`src/m7atm_pkg.sv`:
```
// shared widths, register codes, reset values and types of the mode 7 mapper
`default_nettype none
package m7atm_pkg;

    localparam int COEF_W    = 24;
    localparam int CTR_W     = 8;
    localparam int HZ_W      = 10;
    localparam int COORD_W   = 8;
    localparam int IDX_W     = 12;
    localparam int TEXEL_W   = 16;
    localparam int SCR_W     = 16;
    localparam int CFG_IDX_W = 3;

    // offsets from centre, products, numerators
    localparam int OFS_W  = COORD_W + 1;
    localparam int PROD_W = COEF_W + OFS_W;
    localparam int NUM_W  = PROD_W + 2;
    // numerator magnitude after dropping the 8 fraction bits
    localparam int MAG_W  = NUM_W - 9;
    localparam int DIV_W  = COORD_W + 3;
    localparam int DIV_STAGES = MAG_W;

    localparam int STORE_DEPTH = 4096;
    localparam int STORE_AW    = 12;

    localparam int TEX_SIDE_DEF     = 64;
    localparam int SCREEN_WIDTH_DEF = 256;

    localparam logic [CFG_IDX_W-1:0] REG_COEF_A   = 3'd0;
    localparam logic [CFG_IDX_W-1:0] REG_COEF_B   = 3'd1;
    localparam logic [CFG_IDX_W-1:0] REG_COEF_C   = 3'd2;
    localparam logic [CFG_IDX_W-1:0] REG_COEF_D   = 3'd3;
    localparam logic [CFG_IDX_W-1:0] REG_CENTER_X = 3'd4;
    localparam logic [CFG_IDX_W-1:0] REG_CENTER_Y = 3'd5;
    localparam logic [CFG_IDX_W-1:0] REG_HORIZON  = 3'd6;

    localparam logic [COEF_W-1:0] RST_COEF_A   = 24'd256;
    localparam logic [COEF_W-1:0] RST_COEF_B   = 24'd0;
    localparam logic [COEF_W-1:0] RST_COEF_C   = 24'd0;
    localparam logic [COEF_W-1:0] RST_COEF_D   = 24'd256;
    localparam logic [CTR_W-1:0]  RST_CENTER_X = 8'd128;
    localparam logic [CTR_W-1:0]  RST_CENTER_Y = 8'd122;
    localparam logic [HZ_W-1:0]   RST_HORIZON  = 10'd1;

    typedef struct packed {
        logic [MAG_W-1:0] mag_u;
        logic [MAG_W-1:0] mag_v;
        logic [DIV_W-1:0] divisor;
        logic             neg_u;
        logic             neg_v;
    } t_div_req;

    typedef struct packed {
        logic [MAG_W-1:0] quo_u;
        logic [MAG_W-1:0] quo_v;
        logic             neg_u;
        logic             neg_v;
    } t_div_res;

endpackage
`default_nettype wire

```
`src/m7atm_div.sv`:
```
// pipelined restoring divider, one quotient bit per stage, two lanes
`default_nettype none
module m7atm_div (
    input  wire logic                i_clk,
    input  wire logic                i_en,
    input  wire m7atm_pkg::t_div_req i_req,
    output m7atm_pkg::t_div_res      o_res
);

    localparam int N  = m7atm_pkg::DIV_STAGES;
    localparam int MW = m7atm_pkg::MAG_W;
    localparam int DW = m7atm_pkg::DIV_W;

    logic [DW-1:0] r_rem_u [1:N];
    logic [DW-1:0] r_rem_v [1:N];
    logic [MW-1:0] r_num_u [1:N];
    logic [MW-1:0] r_num_v [1:N];
    logic [MW-1:0] r_quo_u [1:N];
    logic [MW-1:0] r_quo_v [1:N];
    logic [DW-1:0] r_dvs   [1:N];
    logic          r_neg_u [1:N];
    logic          r_neg_v [1:N];

    for (genvar s = 0; s < N; s++) begin : g_stage
        logic [DW-1:0] src_rem_u, src_rem_v, src_dvs;
        logic [MW-1:0] src_num_u, src_num_v, src_quo_u, src_quo_v;
        logic          src_neg_u, src_neg_v;
        logic [DW:0]   trial_u, trial_v, diff_u, diff_v;
        logic          ge_u, ge_v;

        if (s == 0) begin : g_first
            assign src_rem_u = '0;
            assign src_rem_v = '0;
            assign src_num_u = i_req.mag_u;
            assign src_num_v = i_req.mag_v;
            assign src_quo_u = '0;
            assign src_quo_v = '0;
            assign src_dvs   = i_req.divisor;
            assign src_neg_u = i_req.neg_u;
            assign src_neg_v = i_req.neg_v;
        end else begin : g_next
            assign src_rem_u = r_rem_u[s];
            assign src_rem_v = r_rem_v[s];
            assign src_num_u = r_num_u[s];
            assign src_num_v = r_num_v[s];
            assign src_quo_u = r_quo_u[s];
            assign src_quo_v = r_quo_v[s];
            assign src_dvs   = r_dvs[s];
            assign src_neg_u = r_neg_u[s];
            assign src_neg_v = r_neg_v[s];
        end

        // shift in the next numerator bit and try the divisor
        assign trial_u = {src_rem_u, src_num_u[MW-1]};
        assign trial_v = {src_rem_v, src_num_v[MW-1]};
        assign diff_u  = trial_u - {1'b0, src_dvs};
        assign diff_v  = trial_v - {1'b0, src_dvs};
        assign ge_u    = trial_u >= {1'b0, src_dvs};
        assign ge_v    = trial_v >= {1'b0, src_dvs};

        always_ff @(posedge i_clk) begin
            if (i_en) begin
                r_rem_u[s+1] <= ge_u ? diff_u[DW-1:0] : trial_u[DW-1:0];
                r_rem_v[s+1] <= ge_v ? diff_v[DW-1:0] : trial_v[DW-1:0];
                r_num_u[s+1] <= {src_num_u[MW-2:0], 1'b0};
                r_num_v[s+1] <= {src_num_v[MW-2:0], 1'b0};
                r_quo_u[s+1] <= {src_quo_u[MW-2:0], ge_u};
                r_quo_v[s+1] <= {src_quo_v[MW-2:0], ge_v};
                r_dvs[s+1]   <= src_dvs;
                r_neg_u[s+1] <= src_neg_u;
                r_neg_v[s+1] <= src_neg_v;
            end
        end
    end

    assign o_res.quo_u = r_quo_u[N];
    assign o_res.quo_v = r_quo_v[N];
    assign o_res.neg_u = r_neg_u[N];
    assign o_res.neg_v = r_neg_v[N];

endmodule
`default_nettype wire

```
`config.mk`:
```
export PLATFORM = sky130hd
export DESIGN_NAME = m7atm_div
export DESIGN_NICKNAME = d
export VERILOG_FILES = /design/src/m7atm_pkg.sv /design/src/m7atm_div.sv
export SDC_FILE = /design/constraint.sdc
export NUM_CORES = 2
export LEC_CHECK = 0
export ABC_AREA = 1
export BUFFER_PORTS_ARGS = -buffer_cell sky130_fd_sc_hd__clkbuf_2
export CORE_ASPECT_RATIO = 0.7
export CORE_MARGIN = 5
export CORE_UTILIZATION = 62
export DETAILED_ROUTE_END_ITERATION = 16
export GPL_TIMING_DRIVEN = 0
export PLACE_DENSITY = 0.78
export SLEW_MARGIN = 20
export SYNTH_ARGS = -nofsm -noshare
export SYNTH_HDL_FRONTEND = slang
export SYNTH_SLANG_ARGS = --single-unit
```
`constraint.sdc`:
```
create_clock -name i_clk -period 5.19 [get_ports i_clk]
set_input_delay 0.2595 -clock i_clk [delete_from_list [all_inputs] [get_ports i_clk]]
set_output_delay 0.2595 -clock i_clk [all_outputs]
set_load 0.02 [all_outputs]
```
# After elaboration in Yosys (flattened, before gate mapping)
# Memories as Yosys holds them, arrays and structs flattened.
# Cells that the tools add are included.
# word_totals
input_bits	67
output_inout_bits	54
elab_cells	167
n_memories	9
ramBits	3562
register_bits	0
# memory_table
name	depth	word_bits	read_ports	rd_ports_with_merged_regs	write_ports	line_no	text
r_quo_u	26	26	26	0	26	m7atm_div.sv:18	logic [MW-1:0] r_quo_u [1:N];
r_quo_v	26	26	26	0	26	m7atm_div.sv:19	logic [MW-1:0] r_quo_v [1:N];
r_num_u	26	25	25	0	26	m7atm_div.sv:16	logic [MW-1:0] r_num_u [1:N];
r_num_v	26	25	25	0	26	m7atm_div.sv:17	logic [MW-1:0] r_num_v [1:N];
r_dvs	26	11	25	0	26	m7atm_div.sv:20	logic [DW-1:0] r_dvs [1:N];
r_rem_u	26	11	25	0	26	m7atm_div.sv:14	logic [DW-1:0] r_rem_u [1:N];
3 more memories	-	-	-	-	-	-	
# classes
add_sub_neg	52
n_lt_le_gt_ge	52
muxes	54
# op_table
cell	count
>= comparator 12 x 11 -> 1 bit	50
two-way mux 11 bit	52
subtractor 11 bit	50
>= comparator 1 x 11 -> 1 bit	2
subtractor 1 x 11 -> 11 bit	2
two-way mux 1 bit	2

# Depth between registers and ports, before layout
# An unclocked memory read counts as a cell.
# logic_depth
ltp_word	3
ltp_mapped	11
ltp_nobuf	11

# Worst setup path before layout
# OpenSTA, ideal clock, no wires.
# synth_path
kind	register to register
startpoint	memory r_dvs[20][0] (netlist name)
endpoint	register, netlist name r_rem_u[0][233]
setup_slack_ps	3211
arrival_ps	1725
n_path_buf	1
path_stages_with_launch	10
path_cell_list	edfxtp_1 ha_1 fa_1 inv_1 nand3_1 nand3_1 nand2_2 nand4_4 buf_12 o21ai_2
# synth_lines
element	line_no
from (decl)	m7atm_div.sv:20

==> key figures <==
Setup path
  • Worst Setup End Kind: flip-flop
  • Worst Path Required: around 5.7 ns
  • CP startpoint kind: primary input
  • Most used cell, CP: buf_16
  • FF-to-FF setup slack: around 2.5 ns
  • Crit path DAT: about 3.6 ns
  • Crit. Startpoint: i_en
  • Setup CP Type: primary input to flip-flop
  • Crit path cell chain: dlygate4sd3_1 -> clkbuf_8 -> buf_16 -> buf_16 -> buf_16 -> buf_16 -> buf_16
  • Cell depth of the worst flop-to-flop path: 10
  • Reg2reg end: r_rem_u[0][120]
  • R2r startpoint: r_dvs[9][0]
  • Crit-path max FO: between 100 and 150
  • Slowest CP cell: dlygate4sd3_1
  • Slowest stage delay, CP: between 0.5 and 0.6 ns

Synth
  • Synthesized cell area: 0.112 mm²
  • Synth top area cells: edfxtp_1 60%, nand2_1 9.1%, ha_1 6.2%
  • Synth area leader: edfxtp_1
  • Most numerous cell in the Yosys netlist: nand2_1
  • Number of enable flip-flop cells after synthesis: around 2200
  • Primary FF master, synth: edfxtp_1
  • Yosys cell types: 37
  • Top cells by count, synth: 2712 x nand2_1, 2229 x edfxtp_1, 1509 x inv_1
  • Synth Area per Inst: roughly 11 µm²
  • Async set or reset register ratio after synthesis: 0%
  • Post-Syn Instances: 10064
  • Synthesized net count: approximately 11000
  • Yosys top cell area share: 59.9%
  • Post-synthesis sequential area ratio: between 50% and 60%
  • #FFs+latches synth: between 2000 and 2500
  • Yosys warnings: 0

STA
  • Final setup viols: 0
  • Slew HR: between 50% and 60%
  • Final Hold Vio Count: 0
  • Fin worst setup slack: a little over 2 ns
  • Slew @ Worst Pin: roughly 0.60 ns
  • Fmax achieved: approximately 0.32 GHz
  • Final critical-path share of the clock period: 60.6%
  • Minimum clock period: between 3 and 4 ns
  • Clock Skews: between 0.06 and 0.07 ns
  • RSZ-0062 raised after global routing: false
  • Final setup TNS: 0 ns
  • Max-slew violations: 0

Route
  • DR iter-0 viols: between 7000 and 8000
  • Post-Route WL: approximately 240000 µm
  • Vias per cell: between 5 and 6
  • Residual DRC count: 0
  • First-pass DRT Iterations: 7
  • Wirelength per Cell: between 15 and 20 µm
  • Via count: between 70000 and 80000
  • Antenna-violating nets left: 0

Final layout
  • Post-Layout Cell Count: about 13000
  • Synth-to-Final Area Change: 10.6%
  • Share of layout cells above drive strength 1: 14.8%
  • Layout Nets: 11148
  • Post-route cell area: 0.124 mm²

Place
  • # port buffers: 120
  • Routability Congestion: 0.932
  • Post-detail-place hpwl: 174000 µm
  • Post-place setup slack: ~1.8 ns
  • Post-Place Cells: 12584
  • Area post-placement: ~0.12 mm²

Pwr
  • Leak: about 53 nW
  • VDD IR max: between 300 and 400 µV
  • Sw Share: between 30% and 40%
  • Cell area power density: about 550 mW/mm²
  • Pint: about 43 mW
  • Combinational power share: approximately 40%
  • Sequential Power Share: between 30% and 40%
  • Sw power: around 26 mW
  • Clock share of power: between 20% and 30%

Clocking
  • Post-cts resize count: 0
  • Htree depth: 4
  • Hold_buf cts: 66
  • Num Clock Sinks: about 2200
  • CTS tree: built
  • Worst-Skew Late Latency: roughly 0.86 ns
  • Total CTS buffers: 203
  • Setup bufs post-CTS: 0
  • Reg clk slew, reported paths: around 0.070 ns
  • Root Buffer: clkbuf_16
  • Clock buffer depth: 3

GRT
  • First-pass GRT wire length: roughly 370000 µm
  • Gr usage total: roughly 25%
  • Antenna violations before repair: 5
  • GRT overflow: 0
  • Vias in the first global route: roughly 68000
  • Pin count of the biggest net entering global routing: roughly 110

Floorplan
  • Core ar.: ~0.18 mm²
  • Chip Height: 365 µm
  • Rows: 130
  • IO Pins: between 100 and 150
  • Initial Util: approximately 62%
  • Die ar.: ~0.19 mm²
  • Die width: slightly above 500 µm

Min path
  • Hold path endpoint: r_num_v[0][42]
  • Hold crit path type: primary input to flip-flop
  • Hold depth: 2
  • Hold_sp: i_req[30]

Run status
  • Status: completed

Job
  • Max cap viols: 0
[kinds of logic after synthesis]
kind of cell / synth area share [%]
AOI/OAI and AO/OA: 2.61
xor gates and xnor gates: 1.14
adders and majority gates: 7.06
buffers and inverters: 6.32
DFF: 59.9
and+or+nand+nor: 23.0
[worst max-delay path: cells and delay by family]
family / cells / cell delay (ns)
buffers and inverters: 7 / 2.94
[registers in the layout, indices dropped and copies added, names as in the netlist, 275 cells and up]
| name | count |
|---|---|
| r_dvs | 275 |
| r_num_u | 325 |
| r_num_v | 325 |
| r_quo_u | 351 |
| r_quo_v | 351 |
| r_rem_u | 275 |
| r_rem_v | 275 |
[cells in the final DEF, fill, tap and decap left out, types with 9 or more instances in the layout]
cell type	synthesis	layout
clkinv_2	0	28
clkbuf_16	0	203
and2_1	48	48
ha_1	554	554
a21oi_1	152	152
nand3_1	376	376
nand2_1	2712	2712
buf_2	20	20
clkbuf_1	5	43
dlygate4sd3_1	0	66
nand3b_1	192	192
o21ai_0	102	102
xor2_1	98	98
clkinv_1	0	38
buf_12	43	43
fa_1	48	48
inv_2	58	58
o21ai_2	129	129
nand3_2	309	309
inv_1	1509	1509
clkinvlp_4	0	13
nor2_4	23	23
nand4_4	48	48
xnor2_1	48	48
edfxtp_1	2229	2229
nand2_2	188	188
bufinv_16	0	27
nor2_1	379	379
or2_2	33	33
or2_1	17	17
buf_16	0	24
clkinv_16	0	10
nor2_2	164	164
o21ai_1	15	15
nand4_1	434	434
clkinv_4	0	9
a21oi_2	48	48
clkbuf_2	16	135
nand3_4	47	47
[how the worst max path moves through the flow]
| stage | end | slack (ns) | cells after the start |
|---|---|---|---|
| CTS | r_rem_v[0][264] | 2.16 | 7 |
| global placement | r_quo_v[26][8] | -33.71 | 1 |
| detailed placement | r_dvs[25][10] | 1.81 | 6 |
| finish | r_rem_v[0][285] | 2.05 | 7 |
| floorplan | r_rem_u[0][233] | 3.21 | 9 |
| global route | r_rem_v[0][280] | 1.96 | 7 |
[cell type report]
class | count | area [µm²]
fillers | 12936 | 55800
repair buffers | 210 | 1930
clock inverters | 135 | 1690
multi-input cells | 6170 | 37800
plain buffers | 98 | 1180
clock buffers | 241 | 5220
flip-flops and latches | 2229 | 66900
diodes | 1 | 2.50
well taps | 2376 | 2970
inverters | 1567 | 5880
[per-layer routing]
layer	part of all wire (%)	vias to the layer above	global-route usage [%]
li1	-	35028	-
met1	49	33769	40.2
met2	43	2085	37.1
met3	6.2	331	3.72
met4	1.6	0	4.69
met5	0	-	0
[per-stage QoR]
stage	total power, mW	hold slack, ns	utilization (%)
final	68.2	0.112	68.9
after global routing	72.8	0.0694	68.9
after global placement	53.5	0.400	64.3
after detailed placement	52.6	0.405	64.7
after CTS	68.3	0.0452	68.9
after floorplan	45.9	0.358	-
[power groups by stage]
stage | Sequential, mW | Combinational [mW] | Clock (mW)
final | 26.2 | 26.6 | 15.4
after global routing | 26.4 | 29.8 | 16.6
after CTS | 26.2 | 26.4 | 15.8
after detailed placement | 26.5 | 26.1 | 0
after global placement | 28.0 | 25.5 | 0
after floorplan | 25.5 | 20.4 | 0
Note: power is estimated with default switching activity, not from simulation.
